$ cat config.mk
export PLATFORM = sky130hd
export DESIGN_NAME = cbfnm_ctrl
export DESIGN_NICKNAME = d
export VERILOG_FILES = /design/src/hw/rtl/cbfnm_pkg.sv /design/src/hw/rtl/cbfnm_ctrl.sv
export SDC_FILE = /design/constraint.sdc
export NUM_CORES = 1
export LEC_CHECK = 0
export CAP_MARGIN = 40
export CORE_AREA = 2 2 91 49
export CTS_CLUSTER_SIZE = 12
export DETAILED_ROUTE_END_ITERATION = 8
export DIE_AREA = 0 0 93 51
export DONT_BUFFER_PORTS = 1
export GPL_ROUTABILITY_DRIVEN = 1
export PLACE_DENSITY = 0.63
export SLEW_MARGIN = 20
export SYNTH_ARGS = -nofsm -noshare
export SYNTH_HDL_FRONTEND = slang
export SYNTH_SLANG_ARGS = --single-unit
$ cat constraint.sdc
create_clock -name clk_i -period 2.6 [get_ports clk_i]
set_input_delay 0.39 -clock clk_i [delete_from_list [all_inputs] [get_ports clk_i]]
set_output_delay 0.39 -clock clk_i [all_outputs]
set_load 0.03 [all_outputs]
$ cat src/hw/rtl/cbfnm_pkg.sv
`timescale 1ns / 1ps

package cbfnm_pkg;

  localparam int MAX_BOXES = 64;
  localparam int IDX_W     = $clog2(MAX_BOXES);
  localparam int CNT_W     = $clog2(MAX_BOXES + 1);

  localparam int POS_W  = 12;
  localparam int SIZE_W = 13;
  localparam int END_W  = 14;
  localparam int PIX_W  = 25;
  localparam int AREA_W = 2 * SIZE_W;
  localparam int CFG_W  = 25;

  localparam int CFG_IDX_W = 1;
  localparam logic [CFG_IDX_W-1:0] CFG_MIN_PIX  = 1'b0;
  localparam logic [CFG_IDX_W-1:0] CFG_MIN_AREA = 1'b1;

  localparam logic [CFG_W-1:0]  RST_MIN_PIX  = 25'd60;
  localparam logic [CFG_W-1:0]  RST_MIN_AREA = 25'd200;
  localparam logic [SIZE_W-1:0] SIZE_MAX     = 13'h1FFF;

  typedef struct packed {
    logic [POS_W-1:0]  left;
    logic [POS_W-1:0]  top;
    logic [SIZE_W-1:0] width;
    logic [SIZE_W-1:0] height;
    logic              color;
  } box_t;

  // controller to datapath
  typedef struct packed {
    logic             load_item;
    logic             store_item;
    logic             rd_en;
    logic [IDX_W-1:0] addr;
    logic             load_a;
    logic             cmp_en;
    logic [IDX_W-1:0] cmp_idx;
    logic             emit;
    logic             finish;
  } cmd_t;

  // datapath to controller
  typedef struct packed {
    logic [CNT_W-1:0] count;
    logic             frame_last;
    logic             probe_alive;
  } sts_t;

endpackage

$ cat src/hw/rtl/cbfnm_ctrl.sv
`timescale 1ns / 1ps

module cbfnm_ctrl import cbfnm_pkg::*; (
  input  logic clk_i,
  input  logic rst_ni,
  input  logic start,
  output logic busy,
  input  sts_t sts_i,
  output cmd_t cmd_o
);

  localparam logic [2:0] ST_IDLE  = 3'd0;
  localparam logic [2:0] ST_FILT  = 3'd1;
  localparam logic [2:0] ST_SCAN  = 3'd2;
  localparam logic [2:0] ST_LOAD  = 3'd3;
  localparam logic [2:0] ST_INNER = 3'd4;
  localparam logic [2:0] ST_EMIT  = 3'd5;
  localparam logic [2:0] ST_ENDF  = 3'd6;

  logic [2:0]       state_q, state_d;
  logic [CNT_W-1:0] i_q, i_d;
  logic [CNT_W-1:0] j_q, j_d;
  logic             cmp_vld_q, cmp_vld_d;
  logic [IDX_W-1:0] cmp_idx_q, cmp_idx_d;

  assign busy = (state_q != ST_IDLE);

  always_comb begin
    state_d   = state_q;
    i_d       = i_q;
    j_d       = j_q;
    cmp_vld_d = 1'b0;
    cmp_idx_d = j_q[IDX_W-1:0];

    cmd_o            = '0;
    cmd_o.addr       = (state_q == ST_SCAN) ? i_q[IDX_W-1:0] : j_q[IDX_W-1:0];
    cmd_o.cmp_en     = cmp_vld_q;
    cmd_o.cmp_idx    = cmp_idx_q;

    unique case (state_q)
      ST_IDLE: begin
        if (start) begin
          cmd_o.load_item = 1'b1;
          state_d         = ST_FILT;
        end
      end
      ST_FILT: begin
        cmd_o.store_item = 1'b1;
        if (sts_i.frame_last) begin
          i_d     = '0;
          state_d = ST_SCAN;
        end else begin
          state_d = ST_IDLE;
        end
      end
      ST_SCAN: begin
        // walk to the next live box that opens a merge round
        if (i_q == sts_i.count) begin
          state_d = ST_ENDF;
        end else if (sts_i.probe_alive) begin
          cmd_o.rd_en = 1'b1;
          state_d     = ST_LOAD;
        end else begin
          i_d = i_q + 1'b1;
        end
      end
      ST_LOAD: begin
        cmd_o.load_a = 1'b1;
        j_d          = i_q + 1'b1;
        state_d      = ST_INNER;
      end
      ST_INNER: begin
        // read box j now, test it against the held box next cycle
        if (j_q == sts_i.count) begin
          state_d = ST_EMIT;
        end else begin
          cmd_o.rd_en = 1'b1;
          cmp_vld_d   = sts_i.probe_alive;
          j_d         = j_q + 1'b1;
        end
      end
      ST_EMIT: begin
        cmd_o.emit = 1'b1;
        i_d        = i_q + 1'b1;
        state_d    = ST_SCAN;
      end
      ST_ENDF: begin
        cmd_o.finish = 1'b1;
        state_d      = ST_IDLE;
      end
      default: begin
        state_d = ST_IDLE;
      end
    endcase
  end

  always_ff @(posedge clk_i or negedge rst_ni) begin
    if (!rst_ni) begin
      state_q   <= ST_IDLE;
      i_q       <= '0;
      j_q       <= '0;
      cmp_vld_q <= 1'b0;
      cmp_idx_q <= '0;
    end else begin
      state_q   <= state_d;
      i_q       <= i_d;
      j_q       <= j_d;
      cmp_vld_q <= cmp_vld_d;
      cmp_idx_q <= cmp_idx_d;
    end
  end

endmodule

==> out/results.txt, run 1 <==
Subtracting the final worst setup slack from the clock period gives 2.41 ns. Setup repair after global routing left no endpoint under its margin. The logs give 0 for the number of pins with negative max-slew slack in the final report and 2.21 ns for the required time of the critical path. The number of antenna violations at the first check in global routing came out at 0. Once the floorplan was initialized, standard cells occupied 37.3% of the core. The total met2 wirelength after detailed routing was 1.40 mm. Setup violations remaining at the end of the flow were counted as 0. In this run, synthesis produced a sequential element count of 24. In the final layout, the share of cells above drive strength 1 is 10.3%. The logs give 2 for the maximum number of buffers from clock root to sink and 0.246 ns for the tightest hold margin. The most common cell in the netlist was sky130_fd_sc_hd__dfrtp_1. The max capacitance violation total was 0; the total negative setup slack was 0 ns.

In the detailed route, the total length drawn on met3 is 533 um. For the iteration count of the initial detailed-routing pass, the log shows 4. The worst-path maximum fanout is 9, and the die height is 51 um. By count the netlist is led by sky130_fd_sc_hd__dfrtp_1 (24), sky130_fd_sc_hd__nand2_1 (20), sky130_fd_sc_hd__nor2_1 (13). The number of failing hold endpoints at the final stage is 0. The internal power contribution was 978 uW; the post-synthesis net count was 187. STA puts the critical path data arrival time at 2.02 ns. For the pin with the worst max-slew slack, the measured transition is 0.740 ns. The count of boundary I/O pins was 32; the count of buffers inserted at the top-level ports was 0.

The post-detailed-routing wire length came out at 4.01 mm. The master cell of the clock root buffer is sky130_fd_sc_hd__clkbuf_8. In this run, CTS created clock tree buffers numbering 3.

In this run, placement finished with an instance count of 225. The flow ran to the end, and the final reports show no timing, DRC or antenna violations. Among all flip-flop cells after synthesis, the most frequent one is sky130_fd_sc_hd__dfrtp_1. The area growth from synthesis to layout is 10.5%. Clock-pin slew was measured on the worst setup and hold paths at 0.09 ns.

For the final database, setup skew stands at 0.00476 ns. The maximum level of the CTS H-tree came out at 1. After detailed routing, no signal wire sits above met4. The logs give 0 for the DRC violations left and 3.10 mm for the detailed placement HPWL. The number of distinct library cells after synthesis was 47; the synthesized netlist cell count was 173. The logs give 415 MHz for the highest clock rate and 553 uV for the highest ir drop seen on vdd. Combinational logic burns 47.5% of the power. The first global-routing pass estimated 6.45 mm of wire.

Start point of the worst hold path: sts_i[0]. The clock net in this run drives a total of 24 sinks. The area of the core region was 0.00408 mm2; the headroom to the max-slew limit was 50.4%. Ratio of total power to cell area: 1210 mW/mm2. Once the clock tree was built, the setup fixing pass inserted 0 buffers. The last weighted congestion value of the routability-driven placer was 0.940; the mean instance size in the synthesized netlist was 8.81 um2. The number of warnings printed during yosys synthesis was 0.

Kind of end point of the critical path: an output port. The run gives 2.06 mm as the detailed-routing wirelength on met1. The critical path starts at j_q[4]. The top cell type by total area after synthesis was sky130_fd_sc_hd__dfrtp_1. Of the total power, the clock network draws 12.9%.

In this run the horizontal extent of the chip is 93 um. The number of flops mapped to enable cells by yosys is 0. Startpoint of the most critical register-to-register path: j_q[4]. TritonCTS built the clock tree. The worst path uses 92.8% of the clock period. The worst hold path belongs to the class in -> reg.

The switching component of the power was 1.07 mW. The routed length per placed instance was 17.4 um; the share of total power consumed by net switching was 52.2%. Dividing the detail-routed via count by the number of cells gives 5.63. The fraction of synthesis flops using an asynchronous set or reset pin is 100%, and the number of standard-cell rows in the floorplan is 17.

The routed layout has 1301 vias. The repair_antennas step left the layout with diodes totalling 0. The run gives 189 as the final layout net count. The mapped netlist covers 0.00152 mm2.

Entering global routing, the biggest net connects 25 pins. The post-route total power came out at 2.04 mW. In this run the static leakage power is 0.719 nW. By area the synthesized netlist is led by sky130_fd_sc_hd__dfrtp_1 (39%), sky130_fd_sc_hd__xnor2_1 (6.9%), sky130_fd_sc_hd__nand2_1 (4.9%), sky130_fd_sc_hd__xor2_1 (4.0%), sky130_fd_sc_hd__o21ai_0 (3.3%).

The detailed router finished its first iteration with 125 violations. Number of global-route vias before repair: 1188. The category of the critical setup timing path is reg -> out. At the later pin of the worst-skew pair, clock insertion delay measures 0.27 ns. The share of the synthesized area in the top cell type was 39.4%; the die outline area was 0.00474 mm2. STA classifies the critical path startpoint as a register. The share of power burned in registers was 39.6%; the filler cell count in the final layout was 415. For this run, the register share of the synthesized area comes to 39.4%. The overall track demand over capacity in global routing is 18.1%.

The leftover overflow at the end of global routing is 0, and the antenna violation net count after detailed routing is 0. The logs give 231 for the count of non-filler cells in the finished layout and 0.433 ns for the post-placement setup slack. The final setup slack of the worst path came out at 0.188 ns.
## layout make-up
class | count | area (um2) | area share, %
inverters | 7 | 26.3 | 1.56
flip-flops and latches | 24 | 601 | 35.7
well taps | 57 | 71.3 | 4.23
repair buffers | 8 | 75.1 | 4.46
clock buffers | 4 | 55.1 | 3.27
multi-input cells | 131 | 856 | 50.8
## metal layers
metal	vias to the layer above	global-route usage (%)
li1	611	-
met1	624	29.2
met2	64	20.7
met3	2	8.55
met4	0	3.19
met5	-	0
## metrics by stage
step / instance area (um2) / util [%]
2_1_floorplan: 1520 / -
3_3_place_gp: 1590 / 39.0
3_5_place_dp: 1590 / 39.0
4_1_cts: 1680 / 41.1
5_1_grt: 1680 / 41.2
6_report: 1680 / 41.2
## what timing repair did
| action | 4_1_cts | 5_1_grt |
|---|---|---|
| resized for setup | 0 | 1 |
| hold buffers | 2 | 0 |
| endpoints found under the setup margin | 0 | 1 |
| hold endpoints to repair | 24 | 0 |
## power by group through the flow
stage / logic, mW / clock network [mW] / registers [mW]
floorplan: 0.818 / 0 / 0.691
global placement: 0.939 / 0 / 0.810
detailed placement: 0.933 / 0 / 0.811
CTS: 0.950 / 0.268 / 0.803
global route: 1.06 / 0.294 / 0.837
finish: 0.972 / 0.263 / 0.810
## placed cells by master (no fill, tap or decap), types with 2 or more instances in the layout
master,count
sky130_fd_sc_hd__a21o_1,2
sky130_fd_sc_hd__a21oi_1,7
sky130_fd_sc_hd__a22o_1,3
sky130_fd_sc_hd__and2_1,4
sky130_fd_sc_hd__and3_1,5
sky130_fd_sc_hd__buf_4,6
sky130_fd_sc_hd__clkbuf_8,4
sky130_fd_sc_hd__dfrtp_1,24
sky130_fd_sc_hd__ha_1,2
sky130_fd_sc_hd__inv_1,6
sky130_fd_sc_hd__nand2_1,20
sky130_fd_sc_hd__nand3_1,6
sky130_fd_sc_hd__nand4_1,2
sky130_fd_sc_hd__nor2_1,13
sky130_fd_sc_hd__nor3_1,3
sky130_fd_sc_hd__o21ai_0,10
sky130_fd_sc_hd__o21ai_1,2
sky130_fd_sc_hd__o31ai_1,5
sky130_fd_sc_hd__or2_1,2
sky130_fd_sc_hd__or3_1,3
sky130_fd_sc_hd__xnor2_1,12
sky130_fd_sc_hd__xor2_1,7
## kinds of logic (layout without fill, tap and decap cells)
family | Yosys count | in the layout | share of synthesized area, %
xor gates and xnor gates | 19 | 19 | 10.9
adders and majority gates | 2 | 2 | 1.64
buffers and inverters | 18 | 19 | 4.93
and+or+nand+nor | 67 | 67 | 23.2
muxes | 1 | 1 | 0.739
AOI/OAI and AO/OA | 42 | 42 | 19.2
DFF | 24 | 24 | 39.4
## registers in the layout, indices dropped and copies added (netlist names)
register / count
cmp_vld_q: 1
state_q: 3
j_q: 7
i_q: 7
cmp_idx_q: 6
## path summary, 6_finish.rpt
path | end | slack (ns) | cells after the start
worst max-delay path | cmd_o[16] | 0.19 | 4
worst min-delay path | cmp_vld_q | 0.25 | 1
worst max register to register | j_q[4] | 0.48 | 5
min in group asynchronous | i_q[3] | 0.53 | 2
worst min register to register | cmp_idx_q[2] | 0.50 | 0
max in group asynchronous | j_q[1] | 1.91 | 2
## worst max-delay path, cell delays in order, from the launching register on
cell                      delay, ns
sky130_fd_sc_hd__dfrtp_1       0.46
sky130_fd_sc_hd__xor2_1        0.20
sky130_fd_sc_hd__nor4_2        0.38
sky130_fd_sc_hd__a41oi_2       0.32
sky130_fd_sc_hd__a31o_2        0.39
No activity file was read; power rests on OpenSTA's default activity.
==> inputs of run 2 (changes only) <==
Settings changed: ABC_AREA set to 1, CORE_AREA 2 2 91 49 to 2 2 92 50, DIE_AREA 0 0 93 51 to 0 0 94 52, SETUP_SLACK_MARGIN set to 0.4.
==> out/results.txt, run 2 <==
The worst reg-to-reg path cell count was 7; the synthesized netlist cell count was 219. In the post-synthesis netlist, the cell with the most instances is sky130_fd_sc_hd__nand2_1. The maximum level of the CTS H-tree was 1.

The worst setup path is captured at an output port. At the worst endpoint, the required time is 2.21 ns. The worst stage delay on the critical path works out to 0.47 ns. The number of logic stages on the critical path including buffering works out to 5. The count of buffers inserted at the top-level ports was 0; the largest net degree at the start of global routing was 25. The run gives 0 as the number of pins with negative max-slew slack in the final report. STA classifies the critical path startpoint as a register.

For this design the ratio of total power to cell area is 968 mW/mm2. The run gives 0.00489 mm2 as the die outline area. The setup-violating endpoint count in the final report is 0. The detailed router finished its first iteration with 79 violations. The startpoint of the most critical register-to-register path was state_q[2]. In the routed design, unresolved DRC markers number 0. The run gives 292 uV as the highest ir drop seen on vdd. The largest registers in the layout are i_q: 7 flops, j_q: 7 flops, cmp_idx_q: 6 flops.

TritonCTS built the clock tree. Global routing used 18.2% of the available tracks across all layers. Count of buffer and inverter cells on the critical path: 1.

For met2 alone, demand over resource in global routing was 24.3%. The run finished with clean final reports. Sorting the synthesized cells by area gives the leading types as sky130_fd_sc_hd__dfrtp_1 (39%), sky130_fd_sc_hd__nand2_1 (20%), sky130_fd_sc_hd__nand3_1 (6.1%), sky130_fd_sc_hd__inv_1 (5.1%), sky130_fd_sc_hd__xnor2_1 (4.5%).

In the final layout, the share of cells above drive strength 1 is 12.9%. The run gives 1215 as the number of global-route vias before repair. Among all stages on the critical path, the largest delay is contributed by sky130_fd_sc_hd__dfrtp_1. The filler cells instantiated in the layout total 443.

The die height is 52 um, and the data arrival time at the worst-slack endpoint is 1.64 ns. In the synthesized netlist, the cells that appear most often are sky130_fd_sc_hd__nand2_1 (82), sky130_fd_sc_hd__dfrtp_1 (24), sky130_fd_sc_hd__inv_1 (21). The leftover overflow at the end of global routing was 0; the number of distinct library cells after synthesis was 25.

The number of clock buffers added by TritonCTS is 3. After synthesis the netlist holds a flip-flop and latch count of 24. Summing every instance area after synthesis gives 0.00156 mm2. CTS placed an instance of sky130_fd_sc_hd__clkbuf_8 at the clock tree root.

Post-synthesis net count: 233. Worst hold path class: in -> reg. The finished cells cover 0.00173 mm2.

Static timing analysis puts the maximum clock frequency at 492 MHz. The net count of the finished layout is 241. The setup slack on the worst flop-to-flop path is 0.80 ns, and the final period demand of the worst path is 2.03 ns. Global routing met3 resource utilization: 4.64%.

The insertion delay of the later-clocked pin in the worst-skew pair is 0.27 ns, and the last weighted congestion value of the routability-driven placer is 0.881. The run gives 0.00415 mm2 as the area of the core region. After detailed placement, the total cell area comes to 0.00164 mm2.

The synthesized design contains 0 enable-type register cells. The count of cells in the finished layout, fillers not included, comes to 282. In this run the deepest clock path goes through 2 buffers. The logs give 37.6% for the initial core utilization and 38.5% for the post-synthesis sequential area ratio. The signal on the critical path passes through nor2_2, nand2_2, inv_2, nand2_2, nand2_2. Measured along the x axis, the die boundary spans 94 um. The worst-path maximum fanout is 13, and the number of inserted diodes is 0. The detail route stage leaves a number of antenna-violating nets equal to 0. The final setup skew was 0.00403 ns.

Setup repair after global routing left no endpoint under its margin. The layer flagged by global routing as most heavily used is met1. After detailed routing, the number of vias per cell comes to 4.92. In the layout the commonest cells are sky130_fd_sc_hd__nand2_1 (80), sky130_fd_sc_hd__dfrtp_1 (24), sky130_fd_sc_hd__inv_1 (21), sky130_fd_sc_hd__nand3_1 (19), sky130_fd_sc_hd__nor2_1 (14). The endpoint identified for the worst register-to-register timing path is j_q[5]. The run gives 6.51 mm as the global-route wire length before repair.

The post-detailed-routing wire length was 4.15 mm. The worst setup path startpoint is state_q[1]. The run gives 60.5% as the headroom to the max-slew limit. The run gives 0 as the number of warnings printed during yosys synthesis. The mean instance size in the synthesized netlist is 7.12 um2. The HPWL after detailed placement is 3.12 mm. The number of antenna violations at the first check in global routing is 0.

The most common cell after layout, fill and taps aside is sky130_fd_sc_hd__nand2_1. Adding up every negative setup slack in the final design gives 0 ns. The most critical setup path has its endpoint at cmd_o[16]. The cell family contributing the most delay on the critical path is simple AND/OR/NAND/NOR gates.

For this run, the leading register cell type out of synthesis is sky130_fd_sc_hd__dfrtp_1. Transition time at the pin with the least slew margin: 0.591 ns. For this run, global-route usage on met1 was measured as 28.4%. The fraction of synthesis flops using an asynchronous set or reset pin is 100%. Top cell type by total area after synthesis: sky130_fd_sc_hd__dfrtp_1. The routed length per placed instance was 14.7 um. CTS saw 24 sinks. The run gives 0 as the number of failing hold endpoints at the final stage. In the finished design, the share of the clock period the worst path needs comes to 78.1%. In this run the core area contains 17 standard-cell rows. Clock-pin slew was measured on the worst setup and hold paths at 0.08 ns.

The max capacitance violation total is 0. The logs give 0.912 nW for the standby leakage power and 277 for the number of placed instances, taps included. The dominant cell type by count on the critical path was sky130_fd_sc_hd__nand2_2. The worst setup path is of the reg -> out kind. Compared with the post-synthesis result, the final layout area differs by 10.7%. The run gives 4 as the iteration count of the initial detailed-routing pass. The via total after detailed routing is 1387.

Share of the synthesized area in the top cell type: 38.5%. The count of boundary I/O pins was 32.
[run 2: kinds of logic after synthesis]
group,Yosys count,synth area share [%]
and+or+nand+nor,136,39.2
buffers and inverters,32,8.99
DFF,24,38.5
adders and majority gates,2,1.60
AOI/OAI and AO/OA,12,4.41
xor gates and xnor gates,13,7.30
[run 2: worst min path at each step]
stage                   from      endpoint  depth (start not counted)
finish              sts_i[0]     cmp_vld_q                          2
global route        sts_i[0]     cmp_vld_q                          2
CTS                 sts_i[0]     cmp_vld_q                          2
detailed placement    rst_ni        j_q[0]                          0
global placement      rst_ni     cmp_vld_q                          0
floorplan             rst_ni  cmp_idx_q[0]                          0
[run 2: area by class of cell]
type	instances	area (um2)	area share, %
tap	57	71.3	4.13
inverter	27	101	5.87
multi-input combinational	163	836	48.4
sequential	24	601	34.8
timing repair buffer	8	75.1	4.35
clock buffer	3	41.3	2.39
[run 2: per-stage QoR]
step	utilization, %	power, mW	hold slack, ns	setup slack, ns
2_1_floorplan	-	1.25	0.0944	0.715
3_3_place_gp	39.5	1.41	0.0949	0.735
3_5_place_dp	39.5	1.42	0.0950	0.664
4_1_cts	41.2	1.66	0.280	0.442
5_1_grt	41.6	1.81	0.306	0.446
6_report	41.6	1.67	0.294	0.569
[run 2: worst register-to-register path: cells and delay by family (launching register included)]
family        cells  cell delay, ns
simple gates      5            0.88
buf+inv           2            0.43
flops             1            0.44
[run 2: routing by layer]
layer  part of all wire, %  vias up
met5                     0        -
met4                  0.51        0
met3                   6.8        2
met2                    39       46
met1                    53      634
li1                      -      705
[run 2: timing repair]
item / 4_1_cts / 5_1_grt
gates cloned: 0 / 0
setup endpoints to repair: 1 / 3
hold endpoints to repair: 24 / 0
hold buffers: 2 / 0
gates resized for setup: 1 / 4
buffers inserted: 0 / 0
[run 2: report_power, final]
| part | leakage (nW) | internal (mW) | switching (mW) |
|---|---|---|---|
| logic | 0.569 | 0.241 | 0.553 |
| clock network | 0.0216 | 0.104 | 0.116 |
| registers | 0.322 | 0.467 | 0.189 |
